[src/rtl/frc_pkg.sv]
`timescale 1ns / 1ps
// ----------------------------------------------------------------------------
// frc_pkg: shared types and constants of the framed upload receiver
// Transaction payloads, configuration set, phase and status codes, and the
// running checksum step.
// ----------------------------------------------------------------------------
package frc_pkg;

  localparam int unsigned LenW    = 24;
  localparam int unsigned SumW    = 32;
  localparam int unsigned TickW   = 16;
  localparam int unsigned AddrW   = 18;
  localparam int unsigned SizeW   = 19;
  localparam int unsigned CfgIdxW = 2;
  localparam int unsigned CfgDatW = 32;

  localparam logic [7:0]      StartMark = 8'h02;
  localparam logic [7:0]      EndMark   = 8'h03;
  localparam logic [SumW-1:0] SumPoly   = 32'h1d87_2b41;
  localparam logic [SumW-1:0] SumInit   = 32'h0000_0001;
  localparam logic [TickW-1:0] TimeoutReset = 16'd1000;

  typedef enum logic [1:0] {
    KindStart = 2'd0,
    KindByte  = 2'd1,
    KindTick  = 2'd2,
    KindNone  = 2'd3
  } kind_e;

  typedef enum logic [1:0] {
    PhIdle    = 2'd0,
    PhWaitStx = 2'd1,
    PhData    = 2'd2,
    PhWaitEtx = 2'd3
  } phase_e;

  typedef enum logic [2:0] {
    StBusy     = 3'd0,
    StOk       = 3'd1,
    StFail     = 3'd2,
    StTimeout  = 3'd3,
    StTooLarge = 3'd4,
    StIdle     = 3'd5
  } status_e;

  typedef enum logic [CfgIdxW-1:0] {
    RegImageLength = 2'd0,
    RegExpectedSum = 2'd1,
    RegTimeout     = 2'd2
  } cfg_reg_e;

  typedef struct packed {
    logic [1:0] kind;
    logic [7:0] rx_byte;
  } in_t;

  typedef struct packed {
    logic             write_enable;
    logic [AddrW-1:0] write_address;
    logic [7:0]       write_data;
    logic [2:0]       status;
    logic [SumW-1:0]  running_sum;
    logic [SizeW-1:0] loaded_size;
  } out_t;

  typedef struct packed {
    logic [LenW-1:0]  image_length;
    logic [SumW-1:0]  expected_checksum;
    logic [TickW-1:0] timeout_limit;
  } cfg_t;

  function automatic logic [SumW-1:0] fold_byte(logic [SumW-1:0] s, logic [7:0] b);
    logic [SumW-1:0] n;
    n = {s[SumW-2:0], 1'b0};
    if (s[SumW-1]) begin
      n = n ^ SumPoly;
    end
    return n ^ {{(SumW-8){1'b0}}, b};
  endfunction

endpackage

[src/rtl/framed_upload_receiver_checksum.sv]
`timescale 1ns / 1ps
// ----------------------------------------------------------------------------
// framed_upload_receiver_checksum: STX/ETX framed upload receiver
// Takes start, byte and tick transactions; issues image stores, keeps the
// running checksum, and reports busy, ok, fail, timeout, too large or idle.
//
//   channel | dir | handshake               | payload
//   --------+-----+-------------------------+-------------------------------
//   in      | in  | in_valid_i / in_ready_o | in_data_i   (frc_pkg::in_t)
//   out     | out | out_valid_o/ out_ready_i| out_data_o  (frc_pkg::out_t)
//   cfg     | in  | cfg_valid_i/ cfg_ready_o| cfg_index_i, cfg_data_i
//
// One transaction per cycle while the result is not stalled; a transaction is
// first captured in the input register, then goes through a single
// combinational update into the result register. Reset clears the phase,
// counters and valid flags at once; timeout_limit resets to 1000. With the
// result stalled, one more input is held in the input register before
// in_ready_o drops. cfg_ready_o is always high.
// ----------------------------------------------------------------------------
module framed_upload_receiver_checksum #(
  parameter int unsigned MAX_IMAGE_BYTES = 262144
) (
  input  logic                        clk_i,
  input  logic                        rst_ni,
  input  logic                        in_valid_i,
  output logic                        in_ready_o,
  input  frc_pkg::in_t                in_data_i,
  output logic                        out_valid_o,
  input  logic                        out_ready_i,
  output frc_pkg::out_t               out_data_o,
  input  logic                        cfg_valid_i,
  output logic                        cfg_ready_o,
  input  logic [frc_pkg::CfgIdxW-1:0] cfg_index_i,
  input  logic [frc_pkg::CfgDatW-1:0] cfg_data_i
);

  localparam int unsigned CmpW = frc_pkg::LenW + 1;
  localparam logic [CmpW-1:0] MaxLen = CmpW'(MAX_IMAGE_BYTES);

  frc_pkg::cfg_t   cfg;
  frc_pkg::in_t    in_q;
  logic            in_valid_q;
  frc_pkg::out_t   out_q, out_d;
  logic            out_valid_q;
  logic            advance;

  frc_pkg::phase_e                phase_q, phase_d;
  logic [frc_pkg::LenW-1:0]       count_q, count_d;
  logic [frc_pkg::TickW-1:0]      ticks_q, ticks_d;
  logic [frc_pkg::SumW-1:0]       sum_q, sum_d;
  logic [frc_pkg::SizeW-1:0]      size_q, size_d;
  logic                           done;
  frc_pkg::status_e               done_status;

  logic [frc_pkg::LenW-1:0]  count_inc;
  logic [frc_pkg::TickW:0]   ticks_inc;
  logic                      too_large;
  frc_pkg::kind_e            kind;

  frc_cfg_regs u_cfg (
    .clk_i       (clk_i),
    .rst_ni      (rst_ni),
    .cfg_valid_i (cfg_valid_i),
    .cfg_ready_o (cfg_ready_o),
    .cfg_index_i (cfg_index_i),
    .cfg_data_i  (cfg_data_i),
    .cfg_o       (cfg)
  );

  assign advance     = in_valid_q && (!out_valid_q || out_ready_i);
  assign in_ready_o  = !in_valid_q || advance;
  assign out_valid_o = out_valid_q;
  assign out_data_o  = out_q;

  assign kind      = frc_pkg::kind_e'(in_q.kind);
  assign count_inc = count_q + 1'b1;
  assign ticks_inc = {1'b0, ticks_q} + 1'b1;
  assign too_large = {1'b0, cfg.image_length} > MaxLen;

  // next state
  always_comb begin
    phase_d     = phase_q;
    count_d     = count_q;
    ticks_d     = ticks_q;
    sum_d       = sum_q;
    size_d      = size_q;
    done        = 1'b0;
    done_status = frc_pkg::StBusy;
    case (kind)
      frc_pkg::KindStart: begin
        size_d = '0;
        if (too_large) begin
          phase_d     = frc_pkg::PhIdle;
          done        = 1'b1;
          done_status = frc_pkg::StTooLarge;
        end else begin
          phase_d = frc_pkg::PhWaitStx;
          count_d = '0;
          ticks_d = '0;
          sum_d   = frc_pkg::SumInit;
        end
      end
      frc_pkg::KindByte: begin
        case (phase_q)
          frc_pkg::PhWaitStx: begin
            if (in_q.rx_byte == frc_pkg::StartMark) begin
              ticks_d = '0;
              phase_d = (cfg.image_length == '0) ? frc_pkg::PhWaitEtx : frc_pkg::PhData;
            end
          end
          frc_pkg::PhData: begin
            sum_d   = frc_pkg::fold_byte(sum_q, in_q.rx_byte);
            count_d = count_inc;
            ticks_d = '0;
            if (count_inc >= cfg.image_length) begin
              phase_d = frc_pkg::PhWaitEtx;
            end
          end
          frc_pkg::PhWaitEtx: begin
            if (in_q.rx_byte == frc_pkg::EndMark) begin
              done    = 1'b1;
              phase_d = frc_pkg::PhIdle;
              if (sum_q == cfg.expected_checksum) begin
                size_d      = cfg.image_length[frc_pkg::SizeW-1:0];
                done_status = frc_pkg::StOk;
              end else begin
                done_status = frc_pkg::StFail;
              end
            end
          end
          default: ;
        endcase
      end
      frc_pkg::KindTick: begin
        if (phase_q != frc_pkg::PhIdle) begin
          if (ticks_inc > {1'b0, cfg.timeout_limit}) begin
            phase_d     = frc_pkg::PhIdle;
            done        = 1'b1;
            done_status = frc_pkg::StTimeout;
          end else begin
            ticks_d = ticks_inc[frc_pkg::TickW-1:0];
          end
        end
      end
      default: ;
    endcase
  end

  // result
  always_comb begin
    out_d.write_enable  = 1'b0;
    out_d.write_address = '0;
    out_d.write_data    = '0;
    if (kind == frc_pkg::KindByte && phase_q == frc_pkg::PhData) begin
      out_d.write_enable  = 1'b1;
      out_d.write_address = count_q[frc_pkg::AddrW-1:0];
      out_d.write_data    = in_q.rx_byte;
    end
    if (done) begin
      out_d.status = done_status;
    end else if (phase_d == frc_pkg::PhIdle) begin
      out_d.status = frc_pkg::StIdle;
    end else begin
      out_d.status = frc_pkg::StBusy;
    end
    out_d.running_sum = sum_d;
    out_d.loaded_size = size_d;
  end

  always_ff @(posedge clk_i or negedge rst_ni) begin
    if (!rst_ni) begin
      in_valid_q  <= 1'b0;
      out_valid_q <= 1'b0;
      phase_q     <= frc_pkg::PhIdle;
      count_q     <= '0;
      ticks_q     <= '0;
      sum_q       <= frc_pkg::SumInit;
      size_q      <= '0;
    end else begin
      if (in_ready_o) begin
        in_valid_q <= in_valid_i;
      end
      if (advance) begin
        out_valid_q <= 1'b1;
        phase_q     <= phase_d;
        count_q     <= count_d;
        ticks_q     <= ticks_d;
        sum_q       <= sum_d;
        size_q      <= size_d;
      end else if (out_ready_i) begin
        out_valid_q <= 1'b0;
      end
    end
  end

  always_ff @(posedge clk_i) begin
    if (in_ready_o && in_valid_i) begin
      in_q <= in_data_i;
    end
    if (advance) begin
      out_q <= out_d;
    end
  end

  a_store_is_busy : assert property (@(posedge clk_i) disable iff (!rst_ni)
    out_valid_q && out_q.write_enable |-> out_q.status == frc_pkg::StBusy)
    else $error("store reported with a final status");

  a_size_only_idle : assert property (@(posedge clk_i) disable iff (!rst_ni)
    out_valid_q && out_q.loaded_size != '0 |->
      out_q.status == frc_pkg::StOk || out_q.status == frc_pkg::StIdle)
    else $error("loaded size shown outside success or idle");

  a_stall_full : assert property (@(posedge clk_i) disable iff (!rst_ni)
    !in_ready_o |-> in_valid_q && out_valid_q && !out_ready_i)
    else $error("input stalled with room in the pipeline");

  a_advance_result : assert property (@(posedge clk_i) disable iff (!rst_ni)
    advance |=> out_valid_q)
    else $error("processed transaction lost its result");

endmodule

[src/rtl/frc_cfg_regs.sv]
`timescale 1ns / 1ps
// ----------------------------------------------------------------------------
// frc_cfg_regs: configuration register file
// Holds image length, expected checksum and timeout limit; one write
// transaction per cycle, unknown indexes dropped.
// ----------------------------------------------------------------------------
module frc_cfg_regs (
  input  logic                        clk_i,
  input  logic                        rst_ni,
  input  logic                        cfg_valid_i,
  output logic                        cfg_ready_o,
  input  logic [frc_pkg::CfgIdxW-1:0] cfg_index_i,
  input  logic [frc_pkg::CfgDatW-1:0] cfg_data_i,
  output frc_pkg::cfg_t               cfg_o
);

  frc_pkg::cfg_t cfg_q, cfg_d;

  assign cfg_ready_o = 1'b1;
  assign cfg_o       = cfg_q;

  always_comb begin
    cfg_d = cfg_q;
    if (cfg_valid_i) begin
      case (frc_pkg::cfg_reg_e'(cfg_index_i))
        frc_pkg::RegImageLength: cfg_d.image_length = cfg_data_i[frc_pkg::LenW-1:0];
        frc_pkg::RegExpectedSum: cfg_d.expected_checksum = cfg_data_i[frc_pkg::SumW-1:0];
        frc_pkg::RegTimeout:     cfg_d.timeout_limit = cfg_data_i[frc_pkg::TickW-1:0];
        default: ;
      endcase
    end
  end

  always_ff @(posedge clk_i or negedge rst_ni) begin
    if (!rst_ni) begin
      cfg_q.image_length      <= '0;
      cfg_q.expected_checksum <= '0;
      cfg_q.timeout_limit     <= frc_pkg::TimeoutReset;
    end else begin
      cfg_q <= cfg_d;
    end
  end

endmodule
[config.mk]
export PLATFORM = sky130hd
export DESIGN_NAME = framed_upload_receiver_checksum
export DESIGN_NICKNAME = d
export VERILOG_FILES = /design/src/rtl/frc_pkg.sv /design/src/rtl/framed_upload_receiver_checksum.sv /design/src/rtl/frc_cfg_regs.sv
export SDC_FILE = /design/constraint.sdc
export NUM_CORES = 1
export LEC_CHECK = 0
export BUFFER_PORTS_ARGS = -buffer_cell sky130_fd_sc_hd__buf_2
export CAP_MARGIN = 10
export CORE_UTILIZATION = 25
export CTS_BUF_LIST = sky130_fd_sc_hd__clkbuf_4
export CTS_CLUSTER_SIZE = 20
export DETAILED_ROUTE_END_ITERATION = 7
export GPL_TIMING_DRIVEN = 0
export HOLD_SLACK_MARGIN = 0.15
export SETUP_SLACK_MARGIN = 0.1
export SLEW_MARGIN = 20
export SYNTH_ARGS = -nofsm -noshare
export SYNTH_HDL_FRONTEND = slang
export SYNTH_SLANG_ARGS = --single-unit
[constraint.sdc]
create_clock -name clk_i -period 3.73 [get_ports clk_i]
set_clock_uncertainty 0.05 [all_clocks]
set_input_delay 0.5595 -clock clk_i [delete_from_list [all_inputs] [get_ports clk_i]]
set_output_delay 0.5595 -clock clk_i [all_outputs]
set_load 0.01 [all_outputs]
==> flow_metrics.py <==
metrics = {
    "clock_network": {
        "clock_latency_ns": 0.76,
        "cts_sinks": 258,
        "cts_max_path_buffers": 3,
        "cts-root-buf": "clkbuf_4",
        "cts_tree": "built",
        "cts_max_level": 3,
        "clk_pin_slew_ns": 0.07,
        "cts-buffers-inserted": 67,
    },
    "logic_synthesis": {
        "ys_seq_area_frac": 0.562,
        "synth_edf_count": 91,
        "ys_ff_latch": 258,
        "netlist_instances": 1119,
        "synth_cell_types": 58,
        "avgSynthCellArea_um2": 11.0,
        "ys_warn_count": 0,
        "synthArstFlopShare": 0.647,
        "synth-main-ff-cell": "dfrtp_1",
        "netlist_area_mm2": 0.0123,
        "syn-num-nets": 1210,
    },
    "timing": {
        "hold_viol_final": 0,
        "rsz0062_at_grt": "yes",
        "holdWs_ns": 0.370,
        "finalCritPeriodShare": 0.985,
        "worst_pin_slew_ns": 0.811,
        "clock.fmax_ghz": 0.272,
        "period_needed_ns": 3.67,
        "relSlewSlack": 0.457,
        "slew_violations": 0,
        "finalSetupViolations": 0,
    },
    "outcome": {
        "outcome": "finished clean",
    },
    "die": {
        "die_x_um": 224,
        "rows": 80,
        "start_util": 0.256,
        "dieHeight_um": 224,
        "die_area_mm2": 0.0501,
        "core_area_mm2": 0.0481,
        "pin_count": 133,
    },
    "global_route": {
        "grt_max_degree": 94,
        "grt_pass1_vias": 9588,
        "antenna_found_initial": 4,
        "grt_use_total": 0.147,
        "grt_pass1_wl_um": 56000,
        "overflow": 0,
    },
    "route": {
        "wl_um": 36600,
        "avgViaCountPerCell": 4.62,
        "vias": 9671,
        "drc": 0,
        "drt-pass1-iter-count": 5,
        "drt-initial-drc-count": 726,
        "drtAntennaViolNets": 0,
        "detail_route.wl_per_cell_um": 17.5,
    },
    "placement": {
        "dpl-instance-area_mm2": 0.0139,
        "place_congestion": 0.886,
        "port_buffers": 131,
        "hpwlAfterDp_um": 26300,
    },
    "critical_path": {
        "critPathMaxFanout": 7,
        "startpoint": "ticks_q[1]$_DFFE_PN0P_",
        "cp_top_family": "simple AND/OR/NAND/NOR gates",
        "crit_path_start_kind": "register",
        "endpoint_kind": "register",
        "r2r_cells": 14,
        "slowest_stage": "or4_4",
        "criticalPathCategory": "register to register",
        "crit_chain": "ha_4 -> and3_4 -> nand3_4 -> nor2_4 -> xor2_2 -> ha_1 -> nand4_1 -> inv_2 -> a2111oi_4 -> nor4_4 -> or4_4 -> a21o_4 -> buf_4 -> mux2_2",
        "crit_buf_inv": 2,
        "worstPathArrival_ns": 4.26,
        "cp.depth": 14,
        "crit_path_max_incr_delay_ns": 0.54,
        "r2r_start": "ticks_q[1]$_DFFE_PN0P_",
        "required_ns": 4.32,
    },
    "power": {
        "ir_drop_mv": 0.155,
        "p_per_area_mw_per_mm2": 432,
        "leakagePower_nw": 6.75,
    },
    "final_layout": {
        "fin_nets": 1475,
        "fill_cells": 4909,
        "design_area_mm2": 0.0156,
        "area_delta_synth_final_pct": 26.8,
        "drive_gt1_frac": 0.258,
        "layout_commonest_cell": "nand2_1",
        "final_util": 0.324,
        "layout_common_cells": "nand2_1 (204), dfrtp_1 (156), buf_2 (136)",
    },
    "job": {
        "drv_cap": 0,
    },
    "min_path": {
        "holdCritPathClass": "primary input to register",
        "worstHoldPathCells": 3,
        "hold_start": "cfg_index_i[0]",
    },
}
stage by stage:
stage / TNS [ns] / std cells / power [mW] / worst slack [ns]
2_1_floorplan: 0 / 1119 / 3.85 / 0.112
3_3_place_gp: -156.26 / 1906 / 4.18 / -0.661
3_5_place_dp: -8.55 / 1908 / 4.21 / -0.581
4_1_cts: 0 / 2085 / 6.82 / 0.0741
5_1_grt: -0.748 / 2093 / 7.09 / -0.0928
6_report: 0 / 2095 / 6.74 / 0.0553
power breakdown:
part / internal [mW] / switching [mW] / leakage [nW]
clock network: 1.31 / 1.19 / 0.509
registers: 3.18 / 0.160 / 3.07
logic: 0.388 / 0.509 / 3.17
total: 4.88 / 1.86 / 6.75
timing repair:
| action | in CTS | in global routing |
|---|---|---|
| hold buffers | 46 | 0 |
| gates resized for setup | 33 | 25 |
| pin swaps | 12 | 15 |
| setup endpoints to repair | 21 | 20 |
| buffers inserted | 10 | 6 |
| endpoints found under the hold margin | 173 | 0 |
| gates cloned | 0 | 1 |
final timing paths:
check,endpoint,slack [ns]
worst min register to register,size_q[16]$_DFFE_PN0P_,0.45
max in group asynchronous,count_q[3]$_DFFE_PN0P_,2.34
worst max register to register,ticks_q[15]$_DFFE_PN0P_,0.06
worst max-delay path,ticks_q[15]$_DFFE_PN0P_,0.06
worst min-delay path,u_cfg.cfg_o[31]$_DFFE_PN0P_,0.37
min in group asynchronous,in_valid_q$_DFFE_PN0N_,0.38
final cells by class:
| class | count | area, µm² | share of cell area |
|---|---|---|---|
| Antenna cell | 3 | 7.51 | 0.000481 |
| Buffer | 55 | 244 | 0.0156 |
| Clock buffer | 100 | 751 | 0.0481 |
| Clock inverter | 21 | 121 | 0.00778 |
| Inverter | 50 | 188 | 0.0120 |
| Multi-Input combinational cell | 756 | 5230 | 0.335 |
| Sequential cell | 258 | 6930 | 0.444 |
| Tap cell | 656 | 821 | 0.0526 |
| Timing Repair Buffer | 196 | 1330 | 0.0850 |
Yosys cell counts, types with 4 or more instances:
library cell  count  area (µm²)
nand2_1         205         769
mux2_2           53         597
a21oi_1          25         125
edfxtp_1         91        2730
a22o_1           54         473
and3_1            9        56.3
xor2_1           12         105
dfstp_2           7         184
and2_1           32         200
dfrtp_1         160        4000
nor3_1            7        35.0
nand3_1          24         120
or3_1             4        25.0
nor2_1           31         116
o211ai_1          4        30.0
ha_1             42         526
o31ai_1           8        60.1
inv_1            49         184
buf_2             7        35.0
o21ai_0          75         375
xnor2_1          78         683
o22ai_1          18         113
nand4_1          23         144
buf_1             6        22.5
nand2b_1          6        37.5
nor4_1            8        50.1
clkbuf_1         39         146
routing by layer:
layer	track usage	part of all wire
met1	0.197	0.45
met2	0.232	0.46
met3	0.0262	0.058
met4	0.0656	0.032
met5	0	0.00036
sequential cells by signal, summed over array words and instances (netlist names), 8 cells and up:
| register | flops |
|---|---|
| out_data_o | 81 |
| u_cfg.cfg_o | 72 |
| sum_q | 32 |
| count_q | 24 |
| size_q | 19 |
| ticks_q | 16 |
| in_q | 8 |
worst register-to-register path, stage by stage (launching register included):
cell and delay (ns):
dfrtp_2 0.42, ha_4 0.15, and3_4 0.20, nand3_4 0.10, nor2_4 0.25, xor2_2 0.17, ha_1 0.25, nand4_1 0.20
inv_2 0.08, a2111oi_4 0.39, nor4_4 0.08, or4_4 0.54, a21o_4 0.25, buf_4 0.16, mux2_2 0.27
cell families after synthesis:
| logic type | synth area share |
|---|---|
| other cells | 0.000305 |
| xor+xnor | 0.0640 |
| compound gates | 0.111 |
| simple gates | 0.137 |
| mux | 0.0485 |
| flops | 0.562 |
| fa+ha+maj | 0.0427 |
| buf+inv | 0.0342 |
(Power assumes the default switching activity.)
